==> config.mk <==
export PLATFORM = sky130hd
export DESIGN_NAME = affine_pixel_forward_map_flat
export DESIGN_NICKNAME = d
export VERILOG_FILES = /design/src/hdl/apfm_pkg.sv /design/src/hdl/apfm_if.sv /design/src/hdl/affine_pixel_forward_map.sv /design/src/hdl/apfm_cfg.sv /design/src/hdl/apfm_pipe.sv /design/src/flat_wrapper.sv
export SDC_FILE = /design/constraint.sdc
export NUM_CORES = 2
export LEC_CHECK = 0
export BUFFER_PORTS_ARGS = -buffer_cell sky130_fd_sc_hd__buf_2
export CAP_MARGIN = 20
export CORE_MARGIN = 2
export CORE_UTILIZATION = 30
export DETAILED_ROUTE_END_ITERATION = 7
export GPL_TIMING_DRIVEN = 0
export PLACE_DENSITY = 0.46
export SKIP_CTS_REPAIR_TIMING = 1
export SLEW_MARGIN = 30
export SYNTH_ARGS = -nofsm -noshare
export SYNTH_HDL_FRONTEND = slang
export SYNTH_SLANG_ARGS = --single-unit
export TNS_END_PERCENT = 1
==> constraint.sdc <==
create_clock -name clk -period 14.52 [get_ports clk]
set_input_delay 2.178 -clock clk [delete_from_list [all_inputs] [get_ports clk]]
set_output_delay 2.178 -clock clk [all_outputs]
set_load 0.03 [all_outputs]
==> src/hdl/apfm_pkg.sv <==
// Shared widths, register indexes and types for the affine pixel forward map.
// No dependencies; every other file in hdl/ uses this package.

package apfm_pkg;

	// Field widths of the pixel streams and registers
	localparam int COORD_W    = 12;
	localparam int COLOR_W    = 8;
	localparam int COEF_W     = 24;
	localparam int OFFS_W     = 32;
	localparam int DIM_W      = 13;
	localparam int FRAC_BITS  = 16;
	localparam int MAX_DIM    = 4096;
	localparam int CFG_IDX_W  = 3;
	localparam int CFG_DATA_W = 32;

	// Signed coef times zero-extended coordinate, then sum of two products and an offset
	localparam int PROD_W  = COEF_W + COORD_W + 1;
	localparam int SUM_W   = PROD_W + 3;
	localparam int TRUNC_W = SUM_W - 1 - FRAC_BITS;

	localparam logic [COEF_W-1:0] COEF_ONE = COEF_W'(1) << FRAC_BITS;
	localparam logic [DIM_W-1:0]  DIM_MAX  = DIM_W'(MAX_DIM);

	typedef enum logic [CFG_IDX_W-1:0] {
		REG_COEF_XX  = 3'd0,
		REG_COEF_XY  = 3'd1,
		REG_COEF_YX  = 3'd2,
		REG_COEF_YY  = 3'd3,
		REG_OFFSET_X = 3'd4,
		REG_OFFSET_Y = 3'd5,
		REG_CANVAS_W = 3'd6,
		REG_CANVAS_H = 3'd7
	} cfg_reg_t;

	// Current transform and clamped canvas bounds, as seen by the datapath
	typedef struct packed {
		logic signed [COEF_W-1:0] coef_xx;
		logic signed [COEF_W-1:0] coef_xy;
		logic signed [COEF_W-1:0] coef_yx;
		logic signed [COEF_W-1:0] coef_yy;
		logic signed [OFFS_W-1:0] offset_x;
		logic signed [OFFS_W-1:0] offset_y;
		logic [DIM_W-1:0]         width_lim;
		logic [DIM_W-1:0]         height_lim;
	} xform_cfg_t;

endpackage

==> src/hdl/apfm_if.sv <==
// Valid/ready stream interfaces for source pixels and mapped pixels.
// Depends on apfm_pkg for field widths.

interface apfm_src_if;
	logic                          valid;
	logic                          ready;
	logic [apfm_pkg::COORD_W-1:0]  src_x;
	logic [apfm_pkg::COORD_W-1:0]  src_y;
	logic [apfm_pkg::COLOR_W-1:0]  red_in;
	logic [apfm_pkg::COLOR_W-1:0]  green_in;
	logic [apfm_pkg::COLOR_W-1:0]  blue_in;

	modport source (output valid, src_x, src_y, red_in, green_in, blue_in, input ready);
	modport sink   (input valid, src_x, src_y, red_in, green_in, blue_in, output ready);
endinterface

interface apfm_dst_if;
	logic                          valid;
	logic                          ready;
	logic [apfm_pkg::COORD_W-1:0]  dst_x;
	logic [apfm_pkg::COORD_W-1:0]  dst_y;
	logic [apfm_pkg::COLOR_W-1:0]  red_out;
	logic [apfm_pkg::COLOR_W-1:0]  green_out;
	logic [apfm_pkg::COLOR_W-1:0]  blue_out;

	modport source (output valid, dst_x, dst_y, red_out, green_out, blue_out, input ready);
	modport sink   (input valid, dst_x, dst_y, red_out, green_out, blue_out, output ready);
endinterface

==> src/hdl/affine_pixel_forward_map.sv <==
// Affine pixel forward map, top level.
// Depends on apfm_pkg, apfm_if.sv, apfm_cfg and apfm_pipe.
//
// Usage:
//  - src: source pixel requests (column, row, RGB), valid/ready.
//  - dst: mapped pixel requests (destination column, row, RGB), valid/ready.
//    A source pixel whose destination falls outside the canvas is dropped,
//    so dst carries zero or one request per src request, in order.
//  - cfg_we/cfg_index/cfg_data: write-only register port. Index 0..3 are
//    the signed Q7.16 weights xx, xy, yx, yy; 4 and 5 the Q15.16 offsets;
//    6 and 7 the canvas width and height. Write only while the block is idle.
//  - Path: a src request passes the three register stages before dst valid
//    rises for it, if it is kept; a stall on dst.ready can hold it on the way.
//  - Throughput: one pixel per clock while dst.ready is high, set by the
//    three-stage pipeline (multiply, sum, truncate and bound check).
//  - Reset (arst_n low): pipeline empties, weights return to identity,
//    offsets to zero, canvas bounds to 4096 by 4096.
//  - Stall: when dst.ready is low the output holds; empty stages upstream
//    still fill, and src.ready drops only once all three stages are full.
//    Nothing is lost or repeated.

module affine_pixel_forward_map (
	input  logic                               clk,
	input  logic                               arst_n,
	apfm_src_if.sink                           src,
	apfm_dst_if.source                         dst,
	input  logic                               cfg_we,
	input  logic [apfm_pkg::CFG_IDX_W-1:0]     cfg_index,
	input  logic [apfm_pkg::CFG_DATA_W-1:0]    cfg_data
);

	// Live transform, bounds already clamped to the largest canvas
	apfm_pkg::xform_cfg_t xform;

	apfm_cfg u_cfg (
		.clk       (clk),
		.arst_n    (arst_n),
		.cfg_we    (cfg_we),
		.cfg_index (cfg_index),
		.cfg_data  (cfg_data),
		.xform     (xform)
	);

	// Stage 1 products, stage 2 exact sums, stage 3 truncation and canvas test
	apfm_pipe u_pipe (
		.clk    (clk),
		.arst_n (arst_n),
		.xform  (xform),
		.src    (src),
		.dst    (dst)
	);

endmodule

==> src/hdl/apfm_cfg.sv <==
// Configuration register file: matrix weights, offsets and canvas bounds.
// Depends on apfm_pkg.

module apfm_cfg (
	input  logic                               clk,
	input  logic                               arst_n,
	input  logic                               cfg_we,
	input  logic [apfm_pkg::CFG_IDX_W-1:0]     cfg_index,
	input  logic [apfm_pkg::CFG_DATA_W-1:0]    cfg_data,
	output apfm_pkg::xform_cfg_t               xform
);

	logic signed [apfm_pkg::COEF_W-1:0] coef_xx_q, coef_xy_q, coef_yx_q, coef_yy_q;
	logic signed [apfm_pkg::OFFS_W-1:0] offset_x_q, offset_y_q;
	logic [apfm_pkg::DIM_W-1:0]         canvas_w_q, canvas_h_q;

	always_ff @(posedge clk or negedge arst_n) begin
		if (!arst_n) begin
			coef_xx_q  <= apfm_pkg::COEF_ONE;
			coef_xy_q  <= '0;
			coef_yx_q  <= '0;
			coef_yy_q  <= apfm_pkg::COEF_ONE;
			offset_x_q <= '0;
			offset_y_q <= '0;
			canvas_w_q <= apfm_pkg::DIM_MAX;
			canvas_h_q <= apfm_pkg::DIM_MAX;
		end else if (cfg_we) begin
			unique case (apfm_pkg::cfg_reg_t'(cfg_index))
				apfm_pkg::REG_COEF_XX:  coef_xx_q  <= cfg_data[apfm_pkg::COEF_W-1:0];
				apfm_pkg::REG_COEF_XY:  coef_xy_q  <= cfg_data[apfm_pkg::COEF_W-1:0];
				apfm_pkg::REG_COEF_YX:  coef_yx_q  <= cfg_data[apfm_pkg::COEF_W-1:0];
				apfm_pkg::REG_COEF_YY:  coef_yy_q  <= cfg_data[apfm_pkg::COEF_W-1:0];
				apfm_pkg::REG_OFFSET_X: offset_x_q <= cfg_data[apfm_pkg::OFFS_W-1:0];
				apfm_pkg::REG_OFFSET_Y: offset_y_q <= cfg_data[apfm_pkg::OFFS_W-1:0];
				apfm_pkg::REG_CANVAS_W: canvas_w_q <= cfg_data[apfm_pkg::DIM_W-1:0];
				apfm_pkg::REG_CANVAS_H: canvas_h_q <= cfg_data[apfm_pkg::DIM_W-1:0];
				default: ;
			endcase
		end
	end

	// Bounds above the largest canvas are clamped so a destination always fits its field
	always_comb begin
		xform.coef_xx    = coef_xx_q;
		xform.coef_xy    = coef_xy_q;
		xform.coef_yx    = coef_yx_q;
		xform.coef_yy    = coef_yy_q;
		xform.offset_x   = offset_x_q;
		xform.offset_y   = offset_y_q;
		xform.width_lim  = (canvas_w_q > apfm_pkg::DIM_MAX) ? apfm_pkg::DIM_MAX : canvas_w_q;
		xform.height_lim = (canvas_h_q > apfm_pkg::DIM_MAX) ? apfm_pkg::DIM_MAX : canvas_h_q;
	end

endmodule

==> src/hdl/apfm_pipe.sv <==
// Three-stage mapping datapath: multiply, sum, truncate and bound check.
// Depends on apfm_pkg and the stream interfaces in apfm_if.sv.

module apfm_pipe (
	input  logic                  clk,
	input  logic                  arst_n,
	input  apfm_pkg::xform_cfg_t  xform,
	apfm_src_if.sink              src,
	apfm_dst_if.source            dst
);

	localparam int PW = apfm_pkg::PROD_W;
	localparam int SW = apfm_pkg::SUM_W;
	localparam int FB = apfm_pkg::FRAC_BITS;
	localparam int TW = apfm_pkg::TRUNC_W;
	localparam int CW = apfm_pkg::COORD_W;
	localparam int KW = apfm_pkg::COLOR_W;

	logic en_s1, en_s2, en_s3;
	logic valid_s1, valid_s2, valid_s3;

	// Stage 1: four products
	logic signed [PW-1:0] p_xx_s1, p_xy_s1, p_yx_s1, p_yy_s1;
	logic [KW-1:0]        red_s1, green_s1, blue_s1;
	logic signed [CW:0]   sx_ext, sy_ext;

	// Stage 2: exact sums
	logic signed [SW-1:0] sum_x_s2, sum_y_s2;
	logic [KW-1:0]        red_s2, green_s2, blue_s2;
	logic signed [SW-1:0] sum_x, sum_y;

	// Stage 3: truncated destination (output register)
	logic [CW-1:0]        dst_x_s3, dst_y_s3;
	logic [KW-1:0]        red_s3, green_s3, blue_s3;
	logic                 ok_x, ok_y, hit;
	logic [TW-1:0]        int_x, int_y;

	// A stage takes new data when it is empty or its content moves on
	assign en_s3     = !valid_s3 || dst.ready;
	assign en_s2     = !valid_s2 || en_s3;
	assign en_s1     = !valid_s1 || en_s2;
	assign src.ready = en_s1;

	assign sx_ext = {1'b0, src.src_x};
	assign sy_ext = {1'b0, src.src_y};

	always_ff @(posedge clk or negedge arst_n) begin
		if (!arst_n) begin
			valid_s1 <= 1'b0;
			valid_s2 <= 1'b0;
			valid_s3 <= 1'b0;
		end else begin
			if (en_s1) valid_s1 <= src.valid;
			if (en_s2) valid_s2 <= valid_s1;
			if (en_s3) valid_s3 <= valid_s2 && hit;
		end
	end

	always_ff @(posedge clk) begin
		if (en_s1 && src.valid) begin
			p_xx_s1  <= xform.coef_xx * sx_ext;
			p_xy_s1  <= xform.coef_xy * sy_ext;
			p_yx_s1  <= xform.coef_yx * sx_ext;
			p_yy_s1  <= xform.coef_yy * sy_ext;
			red_s1   <= src.red_in;
			green_s1 <= src.green_in;
			blue_s1  <= src.blue_in;
		end
	end

	always_comb begin
		sum_x = {{(SW-PW){p_xx_s1[PW-1]}}, p_xx_s1}
		      + {{(SW-PW){p_xy_s1[PW-1]}}, p_xy_s1}
		      + {{(SW-apfm_pkg::OFFS_W){xform.offset_x[apfm_pkg::OFFS_W-1]}}, xform.offset_x};
		sum_y = {{(SW-PW){p_yx_s1[PW-1]}}, p_yx_s1}
		      + {{(SW-PW){p_yy_s1[PW-1]}}, p_yy_s1}
		      + {{(SW-apfm_pkg::OFFS_W){xform.offset_y[apfm_pkg::OFFS_W-1]}}, xform.offset_y};
	end

	always_ff @(posedge clk) begin
		if (en_s2 && valid_s1) begin
			sum_x_s2 <= sum_x;
			sum_y_s2 <= sum_y;
			red_s2   <= red_s1;
			green_s2 <= green_s1;
			blue_s2  <= blue_s1;
		end
	end

	// Truncation toward zero: a sum in (-1, 0) gives 0, anything at or below -1 is off canvas
	always_comb begin
		int_x = sum_x_s2[SW-1] ? '0 : sum_x_s2[SW-2:FB];
		int_y = sum_y_s2[SW-1] ? '0 : sum_y_s2[SW-2:FB];
		ok_x  = (!sum_x_s2[SW-1] || ((&sum_x_s2[SW-1:FB]) && (|sum_x_s2[FB-1:0])))
		      && (int_x < TW'(xform.width_lim));
		ok_y  = (!sum_y_s2[SW-1] || ((&sum_y_s2[SW-1:FB]) && (|sum_y_s2[FB-1:0])))
		      && (int_y < TW'(xform.height_lim));
		hit   = ok_x && ok_y;
	end

	always_ff @(posedge clk) begin
		if (en_s3 && valid_s2) begin
			dst_x_s3 <= int_x[CW-1:0];
			dst_y_s3 <= int_y[CW-1:0];
			red_s3   <= red_s2;
			green_s3 <= green_s2;
			blue_s3  <= blue_s2;
		end
	end

	assign dst.valid     = valid_s3;
	assign dst.dst_x     = dst_x_s3;
	assign dst.dst_y     = dst_y_s3;
	assign dst.red_out   = red_s3;
	assign dst.green_out = green_s3;
	assign dst.blue_out  = blue_s3;

endmodule
==> src/flat_wrapper.sv <==
// flat-port wrapper written by rule: the top's interface ports become plain ports
module affine_pixel_forward_map_flat 
  (clk, arst_n, cfg_we, cfg_index, cfg_data, src_valid, src_src_x, src_src_y, src_red_in, src_green_in, src_blue_in, src_ready, dst_valid, dst_dst_x, dst_dst_y, dst_red_out, dst_green_out, dst_blue_out, dst_ready);
  apfm_src_if src_i ();
  apfm_dst_if dst_i ();
  input  logic clk;
  input  logic arst_n;
  input  logic cfg_we;
  input  logic [apfm_pkg::CFG_IDX_W-1:0] cfg_index;
  input  logic [apfm_pkg::CFG_DATA_W-1:0] cfg_data;
  input wire logic [$bits(src_i.valid)-1:0] src_valid;
  input wire logic [$bits(src_i.src_x)-1:0] src_src_x;
  input wire logic [$bits(src_i.src_y)-1:0] src_src_y;
  input wire logic [$bits(src_i.red_in)-1:0] src_red_in;
  input wire logic [$bits(src_i.green_in)-1:0] src_green_in;
  input wire logic [$bits(src_i.blue_in)-1:0] src_blue_in;
  output wire logic [$bits(src_i.ready)-1:0] src_ready;
  output wire logic [$bits(dst_i.valid)-1:0] dst_valid;
  output wire logic [$bits(dst_i.dst_x)-1:0] dst_dst_x;
  output wire logic [$bits(dst_i.dst_y)-1:0] dst_dst_y;
  output wire logic [$bits(dst_i.red_out)-1:0] dst_red_out;
  output wire logic [$bits(dst_i.green_out)-1:0] dst_green_out;
  output wire logic [$bits(dst_i.blue_out)-1:0] dst_blue_out;
  input wire logic [$bits(dst_i.ready)-1:0] dst_ready;
  assign src_i.valid = src_valid;
  assign src_i.src_x = src_src_x;
  assign src_i.src_y = src_src_y;
  assign src_i.red_in = src_red_in;
  assign src_i.green_in = src_green_in;
  assign src_i.blue_in = src_blue_in;
  assign src_ready = src_i.ready;
  assign dst_valid = dst_i.valid;
  assign dst_dst_x = dst_i.dst_x;
  assign dst_dst_y = dst_i.dst_y;
  assign dst_red_out = dst_i.red_out;
  assign dst_green_out = dst_i.green_out;
  assign dst_blue_out = dst_i.blue_out;
  assign dst_i.ready = dst_ready;
  affine_pixel_forward_map u_core (.clk(clk), .arst_n(arst_n), .src(src_i), .dst(dst_i), .cfg_we(cfg_we), .cfg_index(cfg_index), .cfg_data(cfg_data));
endmodule
* Yosys cells after proc, flatten, opt, wreduce, memory -nomap -nowiden *
Cells that the tools add are included.

storage, ports and cells
  ROM bits = 0
  RAM bits = 0
  flip-flop bits (word level) = 513
  input bits = 88
  output and inout bits = 50
  memories kept = 0
  logic and storage cells = 83
  latch bits = 0

operators by class
  add/sub/neg operators = 4
  multipliers = 4
  magnitude comparators = 4
  bitwise logic cells = 0
  div/mod/pow operators = 0
  eq/ne operators = 7
  multiplexer cells = 4
  shifts and indexed selects = 0
  reductions and logical operators = 32

operator list
  cell                                                                    count
  24-bit by 13-bit multiplier with 37-bit output                          4
  38-bit by 32-bit adder with 39-bit output                               2
  37-bit by 37-bit adder with 38-bit output                               2
  24-bit AND reduction                                                    2
  23-bit by 13-bit < comparator with 1-bit output                         2
  23-bit 2-to-1 mux                                                       2
  16-bit OR reduction                                                     2
  13-bit greater-than comparator (second input constant)                  2
  13-bit 2-to-1 mux                                                       2
  2-bit AND reduction                                                     8
  3-bit equality test (second input constant)                             4
  1-bit logical AND                                                       9
  3-bit by 2-bit equality test with 1-bit output (second input constant)  2
  1-bit zero test                                                         5
  1-bit logical OR                                                        5
  3-bit by 1-bit equality test with 1-bit output (second input constant)  1
  3-bit zero test                                                         1

* Logic depth before layout (Yosys ltp) *
  word-level depth = 6
  mapped depth = 23
  mapped depth without buffers = 21

* Cells and area by module *
Synthesis repeated with hierarchy kept, for this count alone.

unflattened totals
  cells, all modules = 6,321
  area total of the unflattened synthesis = 64,344.2 um2

by module, submodules not included
  module     seq. area each (um2)  times used  area an instance (um2)  cells an instance
  apfm_pipe  9,744.3               1           57,138.6                5,890
  apfm_cfg   4,659.5               1           7,205.7                 431

* Least setup slack after synthesis *
OpenSTA, ideal clock, no wires.

  path kind = in2reg
  from = in dst_ready
  to = reg u_core.u_pipe.blue_s2[0] (enable)
  required time = 13.801 ns
  stages on the path = 2
  data arrival time = 9.646 ns
  buffers on the path = 0
  library setup time = 0.719 ns
  path slack = 4.155 ns
  cell sequence = nor2b_1 a21boi_0

between the ends
  word-level cells in the longest chain between the ends = 3

RTL lines
  item                  RTL line            RTL
  start, declared       flat_wrapper.sv:24  input wire logic [$bits(dst_i.ready)-1:0] dst_ready;
  1-bit logical OR      apfm_pipe.sv:39     assign en_s3 = !valid_s3 || dst.ready;
  1-bit logical OR      apfm_pipe.sv:40     assign en_s2 = !valid_s2 || en_s3;
  1-bit logical AND     apfm_pipe.sv:81     if (en_s2 && valid_s1) begin
  end signal, assigned  apfm_pipe.sv:86     blue_s2 <= blue_s1;
  end, declared         apfm_pipe.sv:29     logic [KW-1:0] red_s2, green_s2, blue_s2;

No other way between the ends.
A chain may end at the register's enable or synchronous reset.

* Worst setup path after layout *
  from = in src_src_x[6]
  to = reg u_core.u_pipe.p_xx_s1[34] (data pin)

between the ends
  word-level cells in the longest chain between the ends = 1

RTL lines
  item                                            RTL line            RTL
  start, declared                                 flat_wrapper.sv:12  input wire logic [$bits(src_i.src_x)-1:0] src_src_x;
  24-bit by 13-bit multiplier with 37-bit output  apfm_pipe.sv:61     p_xx_s1 <= xform.coef_xx * sx_ext;
  end signal, assigned                            apfm_pipe.sv:61
  end, declared                                   apfm_pipe.sv:23     logic signed [PW-1:0] p_xx_s1, p_xy_s1, p_yx_s1, p_yy_s1;

No other way between the ends.

==> flow_summary.json <==
{
  "syn2layout_area_growth_pct": 11.1,
  "skew_ps": 30.3,
  "yosys.area_share.xor_xnor_pct": 2.68,
  "status": "complete, no violations",
  "synth_compound_area_share_pct": 6.17,
  "clock_latency_ps": 690,
  "ant_nets": 0,
  "layout_commonest_cell": "inv_1",
  "grt_setup_unrepaired": "false",
  "numCtsBuffers": 68,
  "synth_cells": 6345,
  "htree_levels": 3,
  "tightest_slew_ps": 1120,
  "dr.pass1.iters": 5,
  "slew_headroom_pct": 25.2,
  "drive_gt1_share_pct": 7.70,
  "seq_area_um2": 14400,
  "drv_cap": 0,
  "place.gp.congestion": 0.893,
  "synth_area_leader_cell": "fa_1",
  "clock_sinks": 511,
  "worst_setup_path_start_kind": "input port",
  "place_hpwl_mm": 165,
  "wire_per_inst_um": 21.6,
  "initial_core_util_pct": 30.1,
  "max_freq_ghz": 0.112,
  "fin_crit_ps": 8940,
  "required_ps": 14990,
  "hold_viol": 0,
  "min_period_over_period_pct": 61.6,
  "drc": 0,
  "critPathKind": "input port to flop",
  "ys.flop_type": "edfxtp_1",
  "pin_count": 138,
  "cts_tree": "done",
  "maxSlewViolCount": 0,
  "cp_data_arrival_time_ps": 9410,
  "syn_nets": 7971,
  "grt_max_degree": 70,
  "fin_nets": 8172,
  "antenna_found_initial": 49,
  "synth_top_family_by_area": "adder cells",
  "synthArstFlopShare_pct": 37.0,
  "synth-seq-cells": 511,
  "via_per_inst": 4.65,
  "dieArea_um2": 218000,
  "synth_edf_count": 322,
  "cts.reportedPaths.clkPinSlew_ps": 60,
  "clk_path_buf_depth": 3,
  "port_buffers": 111,
  "grt_overflow": 0,
  "seq_area_frac_synth_pct": 22.4,
  "hp-class": "flop to flop",
  "multi_input_comb_area_um2": 43600,
  "die_y_um": 467,
  "routed_wl_mm": 205,
  "yosys_warnings": 0,
  "first_global_vias": 47500,
  "drt-initial-drc-count": 2762,
  "synth.top_cell.area_share_pct": 34.4,
  "path_max_fanout": 11,
  "post-route-util_pct": 33.4,
  "synthTopCellsByArea": "fa_1 (34%), edfxtp_1 (15%), inv_1 (8.4%), ha_1 (8.4%), dfrtp_1 (7.2%)",
  "crit_path_end_kind": "flop",
  "num_vias": 44100,
  "grt_pass1_wl_mm": 309,
  "setup_violations": 0,
  "synthMuxAreaShare_pct": 3.28,
  "cts-root-buf": "clkbuf_16",
  "fp.coreArea_um2": 214000,
  "yosysUniqueCellTypes": 88,
  "gr-usage-all-layers_pct": 19.2,
  "final_cell_mix": "inv_1 (1,439), fa_1 (1,108), nand2_1 (665)",
  "avgSynthCellArea_um2": 10.1,
  "yosys.area_share.adder_pct": 42.8,
  "fillers": 22200,
  "syn-cell-area_um2": 64400,
  "synth-simple-area-share_pct": 12.7,
  "fp.dieW_um": 467,
  "num_rows": 170
}
[cell type report]
cell class / count / area share [%]
inverters: 1439 / 7.55
repair buffers: 131 / 1.33
diodes: 53 / 0.185
flip-flops and latches: 511 / 20.1
well taps: 2838 / 4.96
multi-input cells: 4141 / 61.0
clock inverters: 43 / 0.861
plain buffers: 254 / 1.44
clock buffers: 82 / 2.54
[metal layers]
metal,share of wire [%],up-vias,global-route usage [%]
met3,5.0,224,2.37
met5,0.032,-,0
met4,3.4,10,6.60
li1,-,20000,-
met2,49,1020,32.7
met1,43,22900,25.1
[stage by stage]
stage / hold slack, ps / instances / worst slack, ps / setup TNS (ps) / area, µm²
global placement: 401 / 9294 / -146 / -11410 / 68500
floorplan: 400 / 6345 / 4150 / 0 / 64400
CTS: 411 / 9438 / 5700 / 0 / 71400
global route: 424 / 9449 / 5450 / 0 / 71400
finish: 413 / 9492 / 5580 / 0 / 71500
detailed placement: 405 / 9313 / 4980 / 0 / 69000
[critical path, stage by stage]
cell,delay [ps]
clkbuf_1,750
clkbuf_1,690
nand2_1,140
fa_1,440
fa_1,540
inv_1,50
fa_1,520
fa_1,500
inv_1,50
fa_1,480
inv_1,40
ha_1,370
and4_1,340
nand3_1,150
a211oi_1,530
o2111ai_1,250
a31oi_1,510
nand2_1,210
a311oi_1,360
xor2_1,300
[worst paths after layout]
| check | startpoint | to | slack, ps | cells after the start |
|---|---|---|---|---|
| hold reg to reg | u_core.u_pipe.green_s2[6] | u_core.u_pipe.dst.green_out[6] | 410 | 0 |
| max in group asynchronous | arst_n | u_core.u_cfg.coef_yy_q[16] | 11800 | 4 |
| hold / removal | u_core.u_pipe.green_s2[6] | u_core.u_pipe.dst.green_out[6] | 410 | 0 |
| setup / recovery | src_src_x[6] | u_core.u_pipe.p_xx_s1[34] | 5580 | 20 |
| setup reg to reg | u_core.u_cfg.coef_xx_q[10] | u_core.u_pipe.p_xx_s1[34] | 7490 | 19 |
| min in group asynchronous | arst_n | u_core.u_cfg.coef_xx_q[18] | 1350 | 1 |
[cell families after synthesis]
family | after synthesis
fa+ha+maj | 1538
flops | 511
simple gates | 1622
buf+inv | 1693
compound gates | 596
xor+xnor | 197
mux | 188
[Yosys cell counts (all sizes together), types with 37 or more instances]
master / number
inv: 1439
fa: 1108
nand2: 665
and2: 596
ha: 430
edfxtp: 322
clkbuf: 247
mux2: 186
dfrtp: 185
a21oi: 183
xnor2: 146
a21o: 103
nor2: 98
o21ai: 97
nor2b: 51
xor2: 51
nand4: 37
[sequential cells by signal (all words and copies together), names as in the netlist, 12 cells and up]
signal	cells
u_core.u_pipe.p_yy_s1	37
u_core.u_cfg.coef_xx_q	24
u_core.u_pipe.p_xx_s1	37
u_core.u_pipe.p_yx_s1	37
u_core.u_cfg.offset_x_q	32
u_core.u_pipe.sum_y_s2	39
u_core.u_cfg.coef_yy_q	24
u_core.u_pipe.p_xy_s1	37
u_core.u_cfg.offset_y_q	32
u_core.u_pipe.dst.dst_x	12
u_core.u_pipe.dst.dst_y	12
u_core.u_cfg.coef_yx_q	24
u_core.u_cfg.coef_xy_q	24
u_core.u_pipe.sum_x_s2	39
u_core.u_cfg.canvas_h_q	13
u_core.u_cfg.canvas_w_q	13
Power is not shown: default switching activity piles up to over one toggle a cycle in this logic, so the estimate is an artifact.
